===== src/hdl/pal_pkg.sv =====
`default_nettype none

package pal_pkg;

    // operation codes carried in the mode field
    localparam logic [2:0] MODE_INS_FRONT = 3'd0;
    localparam logic [2:0] MODE_INS_BACK  = 3'd1;
    localparam logic [2:0] MODE_INS_POS   = 3'd2;
    localparam logic [2:0] MODE_REM_FRONT = 3'd3;
    localparam logic [2:0] MODE_REM_BACK  = 3'd4;
    localparam logic [2:0] MODE_REM_POS   = 3'd5;

    // result status codes
    localparam logic [1:0] ST_OK     = 2'd0;
    localparam logic [1:0] ST_FULL   = 2'd1;
    localparam logic [1:0] ST_EMPTY  = 2'd2;
    localparam logic [1:0] ST_BADPOS = 2'd3;

    // fixed field widths of the stream words
    localparam int MODE_W   = 3;
    localparam int POS_W    = 10;
    localparam int VALUE_W  = 32;
    localparam int STATUS_W = 2;
    localparam int COUNT_W  = 10;
    localparam int S_DATA_W = 48;
    localparam int M_DATA_W = 48;

    // fan-in of one node of the removal tree
    localparam int TREE_FANIN = 8;

    typedef enum logic [1:0] {
        S_IDLE,
        S_TREE,
        S_OUT
    } t_state;

    // shift commands broadcast along the cell row
    typedef struct packed {
        logic do_ins;
        logic do_rem;
    } t_cell_ctl;

    // node count of one tree level, level 0 being the leaves
    function automatic int pal_tree_nodes(int n, int lev);
        int m;
        m = n;
        for (int l = 0; l < lev; l++) begin
            m = (m + TREE_FANIN - 1) >> 3;
        end
        return m;
    endfunction

    // number of registered levels down to a single root
    function automatic int pal_tree_levels(int n);
        int m;
        int lev;
        m   = n;
        lev = 0;
        while (m > 1 || lev == 0) begin
            m   = (m + TREE_FANIN - 1) >> 3;
            lev = lev + 1;
        end
        return lev;
    endfunction

    // flat offset of the first node of a registered level (levels from 1)
    function automatic int pal_tree_off(int n, int lev);
        int s;
        s = 0;
        for (int l = 1; l < lev; l++) begin
            s = s + pal_tree_nodes(n, l);
        end
        return s;
    endfunction

endpackage

`default_nettype wire


===== src/hdl/pal_cell.sv =====
`default_nettype none

module pal_cell
    import pal_pkg::*;
#(
    parameter int IDX = 0,
    parameter int IW  = 10,
    parameter int W   = 32
) (
    input  wire logic          i_clk,
    input  wire t_cell_ctl     i_ctl,
    input  wire logic [IW-1:0] i_tgt,
    input  wire logic [W-1:0]  i_value,
    input  wire logic [W-1:0]  i_left,
    input  wire logic [W-1:0]  i_right,
    output logic      [W-1:0]  o_data,
    output logic      [W-1:0]  o_leaf
);

    localparam logic [IW-1:0] MY_IDX = IW'(IDX);

    logic [W-1:0] r_data;
    logic [W-1:0] n_data;
    logic         at_tgt;
    logic         past_tgt;

    assign at_tgt   = (MY_IDX == i_tgt);
    assign past_tgt = (MY_IDX > i_tgt);

    // insert: take the new word at the target, the left neighbour above it
    // remove: take the right neighbour from the target upwards
    always_comb begin
        n_data = r_data;
        if (i_ctl.do_ins) begin
            if (at_tgt) begin
                n_data = i_value;
            end else if (past_tgt) begin
                n_data = i_left;
            end
        end else if (i_ctl.do_rem) begin
            if (at_tgt || past_tgt) begin
                n_data = i_right;
            end
        end
    end

    // entry store, no reset
    always_ff @(posedge i_clk) begin
        r_data <= n_data;
    end

    assign o_data = r_data;
    // only the cell being removed feeds the collection tree
    assign o_leaf = (i_ctl.do_rem && at_tgt) ? r_data : '0;

endmodule

`default_nettype wire


===== config.mk =====
export PLATFORM = sky130hd
export DESIGN_NAME = pal_cell
export DESIGN_NICKNAME = d
export VERILOG_FILES = /design/src/hdl/pal_pkg.sv /design/src/hdl/pal_cell.sv
export SDC_FILE = /design/constraint.sdc
export NUM_CORES = 1
export LEC_CHECK = 0
export BUFFER_PORTS_ARGS = -buffer_cell sky130_fd_sc_hd__buf_4
export CORE_MARGIN = 3
export CORE_UTILIZATION = 37
export CTS_BUF_LIST = sky130_fd_sc_hd__clkbuf_16
export DETAILED_ROUTE_END_ITERATION = 12
export PLACE_DENSITY = 0.9
export SYNTH_ARGS = -nofsm -noshare
export SYNTH_HDL_FRONTEND = slang
export SYNTH_SLANG_ARGS = --single-unit

===== constraint.sdc =====
create_clock -name i_clk -period 2.6 [get_ports i_clk]
set_input_delay 0.26 -clock i_clk [delete_from_list [all_inputs] [get_ports i_clk]]
set_output_delay 0.26 -clock i_clk [all_outputs]
set_load 0.005 [all_outputs]

==> metrics.txt, run 1 <==
status finished, final reports clean; post-synthesis cell count 263; post-synthesis sequential area ratio 42.2%; Layout Nets 525; slew margin rel. 61.8%; post-cts gate resize count 0; starting density of the core 39.6%; initial antenna violation count 0; Core Region 5740 µm²; post-route insts no fill 489; share of post-route cells with drive strength above 1 46.0%; GRT Overall Usage 20.9%; routability cong. 0.866; gr ovfl total 0; # clock sinks 32; VDD IR-drop max 0.231 mV; Final period util 83.0%; Worst Tran Pin Value 573 ps; dpl cells 481; area added between synthesis and finish 64.3%; Worst-path clk slew 50 ps; ys flop type edfxtp_1; DRC 0; first-pass GRT wire length 12,200 µm; Register Area 961 µm²; power per cell area 363 nW/µm²; Filler cells 498; footprint of the multi-input gates 1050 µm²; setup TNS 0 ps; row cnt 27; final WL 7750 µm; Post-CTS Setup Inserts 0; detail-routed via count per cell 5.39; hold path start i_right[25]; Max-cap violations 0; crit path launch i_tgt[9]; Setup crit end kind output pin; Worst path max stage delay 680 ps; full die area 7130 µm²; fmax 0.463 GHz; sw frac 21.8%; Ant. Diodes 0; flops & latches, synth 32; Static Leakage 1.81 nW; synth warn 0; Num CTS Buffers 5; post-synth top area share 42.2%; most frequent CP cell buf_4; count of cell types in the netlist 14; Clock Power Share 40.1%; Post-Syn Area 2280 µm²; vias in the first global route 2,584; CTS tree built; # setup viols final 0; WL/cell 15.8 µm; Post-synth EDFFs 32; cell with the most instances after synthesis or4_1; Worst Path Max Fanout 32; Clock Tree Buf Depth 2; RSZ-0062 raised after global routing false; Startpoint Class input port; Die Ht 84.4 µm; largest net degree at the start of global routing 44; IO Pins 173; DR pass1 iterations 4; Setup CP Type in2out; Fin. Hold Viols 0; sequential share of power 42.3%; worst setup path endpoint o_leaf[26]; Synth Area per Inst 8.65 µm²; number of buffers added on ports 172; Detail Placement HPWL 5970 µm; CTS root buffer clkbuf_16; Synth area leader edfxtp_1; Slowest cell on crit path or4_4; die width 84.4 µm; H-tree depth 2; Synthesized Nets 372; worst min path class in2reg; sw power 296 µW; Internal Power 1.06 mW; max reg flops 32; hold buffer count at cts 0; asr flop ratio synth 0%; ranking of synthesized cells by area edfxtp_1 42%, or4_1 11%, o31ai_1 11%; max-slew violations 0; Cell Chain, Critical Path buf_4 > or4_4 > nor3_4 > buf_4 > and3_1 > buf_4; 1st-iter DRT viols 118; crit path time final 2160 ps; Critical Path RT 2340 ps; final antenna-violating net count 0; total power 1.36 mW; combinational power share 17.7%; Worst EP arrival 1900 ps; vias after detailed routing 2,634
[cells in the final DEF (no fill, tap or decap), drive strengths merged]
cell type / Yosys / layout
or4: 34 / 34
a31oi: 32 / 32
inv: 32 / 32
nor2: 32 / 32
nor3: 1 / 1
and3: 32 / 32
clkinv: 0 / 3
edfxtp: 32 / 32
o21a: 1 / 1
buf: 4 / 180
or2: 1 / 1
clkbuf: 30 / 5
o31ai: 32 / 32
[critical path, delay by kind of cell]
family | cells | cell delay (ps)
and+or+nand+nor | 3 | 1110
buffers and inverters | 3 | 520
[worst min-delay path by stage]
| stage | depth (start not counted) | to | slack [ps] |
|---|---|---|---|
| after floorplan | 2 | o_data[10] | 510 |
| after global placement | 3 | o_data[11] | 600 |
| after detailed placement | 3 | o_data[25] | 600 |
| after CTS | 3 | o_data[25] | 330 |
| after global routing | 3 | o_data[11] | 330 |
| final | 3 | o_data[25] | 330 |
[power by group through the flow]
| stage | Clock, mW | Sequential (mW) | Combinational [mW] |
|---|---|---|---|
| 2_1_floorplan | 0 | 0.583 | 0.0954 |
| 3_3_place_gp | 0 | 0.583 | 0.232 |
| 3_5_place_dp | 0 | 0.583 | 0.239 |
| 4_1_cts | 0.547 | 0.573 | 0.240 |
| 5_1_grt | 0.576 | 0.573 | 0.265 |
| 6_report | 0.543 | 0.573 | 0.239 |
[through the flow]
step           hold WS [ps]  cell area, µm²  util [%]  worst slack (ps)
2_1_floorplan           509            2280         -               285
3_3_place_gp            601            3600      62.7               440
3_5_place_dp            604            3600      62.7               405
4_1_cts                 327            3740      65.1               438
5_1_grt                 335            3740      65.1               351
6_report                329            3740      65.1               442
[final cells by class]
| cell class | instances | area share (%) |
|---|---|---|
| flip-flops and latches | 32 | 25.7 |
| clock buffers | 5 | 3.35 |
| inverters | 32 | 3.21 |
| well taps | 72 | 2.41 |
| multi-input cells | 165 | 28.1 |
| clock inverters | 3 | 0.368 |
| repair buffers | 180 | 36.8 |
[cells by family (layout without fill, tap and decap cells)]
logic type	Yosys count	count (layout)	synth area share [%]
buffers and inverters	66	220	11.9
and+or+nand+nor	100	100	26.2
DFF	32	32	42.2
AOI/OAI and AO/OA	65	65	19.7
[routing by layer]
layer | GRT usage (%) | vias up | share of wire, %
met5 | 0 | - | 0
met3 | 3.43 | 17 | 6.6
li1 | - | 1304 | -
met4 | 7.34 | 0 | 2.3
met1 | 23.4 | 1195 | 37
met2 | 39.5 | 118 | 54
(Power assumes the default switching activity.)
==> inputs of run 2 (changes only) <==
--- a/config.mk
+++ b/config.mk
@@ -7,10 +7,10 @@
 export LEC_CHECK = 0
 export BUFFER_PORTS_ARGS = -buffer_cell sky130_fd_sc_hd__buf_4
 export CORE_MARGIN = 3
-export CORE_UTILIZATION = 37
+export CORE_UTILIZATION = 41
 export CTS_BUF_LIST = sky130_fd_sc_hd__clkbuf_16
 export DETAILED_ROUTE_END_ITERATION = 12
-export PLACE_DENSITY = 0.9
+export PLACE_DENSITY = 0.94
 export SYNTH_ARGS = -nofsm -noshare
 export SYNTH_HDL_FRONTEND = slang
 export SYNTH_SLANG_ARGS = --single-unit
==> constraint.sdc (replaced) <==
create_clock -name i_clk -period 2.2 [get_ports i_clk]
set_input_delay 0.22 -clock i_clk [delete_from_list [all_inputs] [get_ports i_clk]]
set_output_delay 0.22 -clock i_clk [all_outputs]
set_load 0.005 [all_outputs]
==> metrics.txt, run 2 (synthesized netlist as in run 1, its figures left out) <==
Detail Placement HPWL 6080 µm (+1.8%); hold buffer count at cts 0 (unchanged); GRT Overall Usage 22.9% (+2.0 points); CTS root buffer clkbuf_16; detail-routed via count per cell 5.41 (+0.46%); Critical Path RT 1980 ps (-360 ps); fmax 0.495 GHz; Worst EP arrival 1800 ps (-100 ps); Worst Tran Pin Value 345 ps (-228 ps); first-pass GRT wire length 11,600 µm (-4.7%); crit path time final 2020 ps; Fin. Hold Viols 0 (unchanged); Internal Power 1.38 mW (+30%); initial antenna violation count 0 (unchanged); max reg flops 32 (unchanged); VDD IR-drop max 0.320 mV (+39%); setup TNS 0 ps (unchanged); vias after detailed routing 2,657 (+0.87%); gr ovfl total 0 (unchanged); WL/cell 15.9 µm (+0.61%); vias in the first global route 2,545 (-1.5%); utilization after layout 73.3% (+8.2 points); Cell Chain, Critical Path buf_4 > or4_2 > nor3_4 > buf_12 > and3_1 > buf_4; Setup CP Type in2out; Die Ht 80.5 µm (-4.6%); final antenna-violating net count 0 (unchanged); post-route insts no fill 491 (+0.41%); # clock sinks 32 (unchanged); largest net degree at the start of global routing 39 (-11%); starting density of the core 43.5% (+3.8 points); row cnt 26 (-3.7%); power per cell area 451 nW/µm² (+24%); Layout Nets 529 (+0.76%); Setup crit end kind output pin; hold path start i_right[25]; Startpoint Class input port; total power 1.73 mW (+28%); Worst-path clk slew 50 ps (about the same); share of post-route cells with drive strength above 1 46.8% (+0.75 points); Place WS 59.3 ps (-346 ps); DRC 0 (unchanged); IO Pins 173 (unchanged); combinational power share 16.7% (-1.0 points); Worst path max stage delay 730 ps (+50 ps); RSZ-0062 raised after global routing false; post-cts gate resize count 0 (unchanged); worst min path class in2reg; full die area 6480 µm² (-9.1%); Static Leakage 1.85 nW (+2.2%); dpl cells 483 (+0.42%); Finished Cell Area 3840 µm² (+2.7%); sw frac 20.5% (-1.3 points); # setup viols final 0 (unchanged); Post-CTS Setup Inserts 0 (unchanged); post-placement cell area 3670 µm² (+2.0%); crit path launch i_tgt[3]; routability cong. 0.858 (-0.83%); commonest non-fill, non-tap cell in the layout buf_4; Clock Tree Buf Depth 2 (unchanged); sw power 355 µW (+20%); number of buffers added on ports 172 (unchanged); 1st-iter DRT viols 147 (+25%); die width 80.5 µm (-4.6%); Hold Slack 293 ps (-36.9 ps); Core Region 5240 µm² (-8.8%); Ant. Diodes 0 (unchanged); area added between synthesis and finish 68.7%; final WL 7830 µm (+1.0%); Worst Path Max Fanout 26 (-19%); H-tree depth 2 (unchanged); Num CTS Buffers 5 (unchanged); Max-cap violations 0 (unchanged); sequential share of power 39.1% (-3.2 points); max-slew violations 0 (unchanged); Setup WS post-layout 181 ps (-261 ps); most frequent CP cell buf_4; Slowest cell on crit path or4_2; Final period util 91.8%; CTS tree built; slew margin rel. 77.0% (+15 points); DR pass1 iterations 4 (unchanged); Clock Power Share 44.2% (+4.1 points); status finished, final reports clean
run 2: cell count changes in the layout (fill, tap and decap cells not counted):
| cell | change |
|---|---|
| clkinvlp_4 | +1 |
| buf_12 | +3 |
| o21a_2 | -1 |
| buf_4 | +1 |
| bufinv_16 | +1 |
| clkinv_1 | -1 |
| o21a_4 | +1 |
| clkinv_2 | -1 |
run 2: final timing paths:
path                  depth (start not counted)  slack [ps]          to
worst max-delay path                          6         180  o_leaf[16]
worst min-delay path                          3         290  o_data[25]
run 2: critical path, delay by kind of cell:
kind          cells  cell delay (ps)
simple gates      3             1170
buf+inv           3              410
run 2: per-layer routing:
layer | part of all wire, % | track usage (%) | vias up
met5 | 0 | 0 | -
met4 | 1.7 | 6.93 | 0
met3 | 7.9 | 4.04 | 12
met2 | 56 | 44.4 | 132
met1 | 35 | 24.8 | 1203
li1 | - | - | 1310
run 2: final cells by class:
type | instances | area (µm²)
Clock buffer | 5 | 125
Clock inverter | 3 | 42.5
Fill cell | 382 | 1400
Inverter | 32 | 120
Multi-Input combinational cell | 165 | 1060
Sequential cell | 32 | 961
Tap cell | 70 | 87.6
Timing Repair Buffer | 184 | 1440
run 2: power by group through the flow:
stage	sequential [mW]	combinational (mW)	clock (mW)
6_report	0.677	0.289	0.766
5_1_grt	0.677	0.319	0.803
4_1_cts	0.677	0.289	0.775
3_5_place_dp	0.689	0.288	0
3_3_place_gp	0.689	0.280	0
2_1_floorplan	0.689	0.113	0
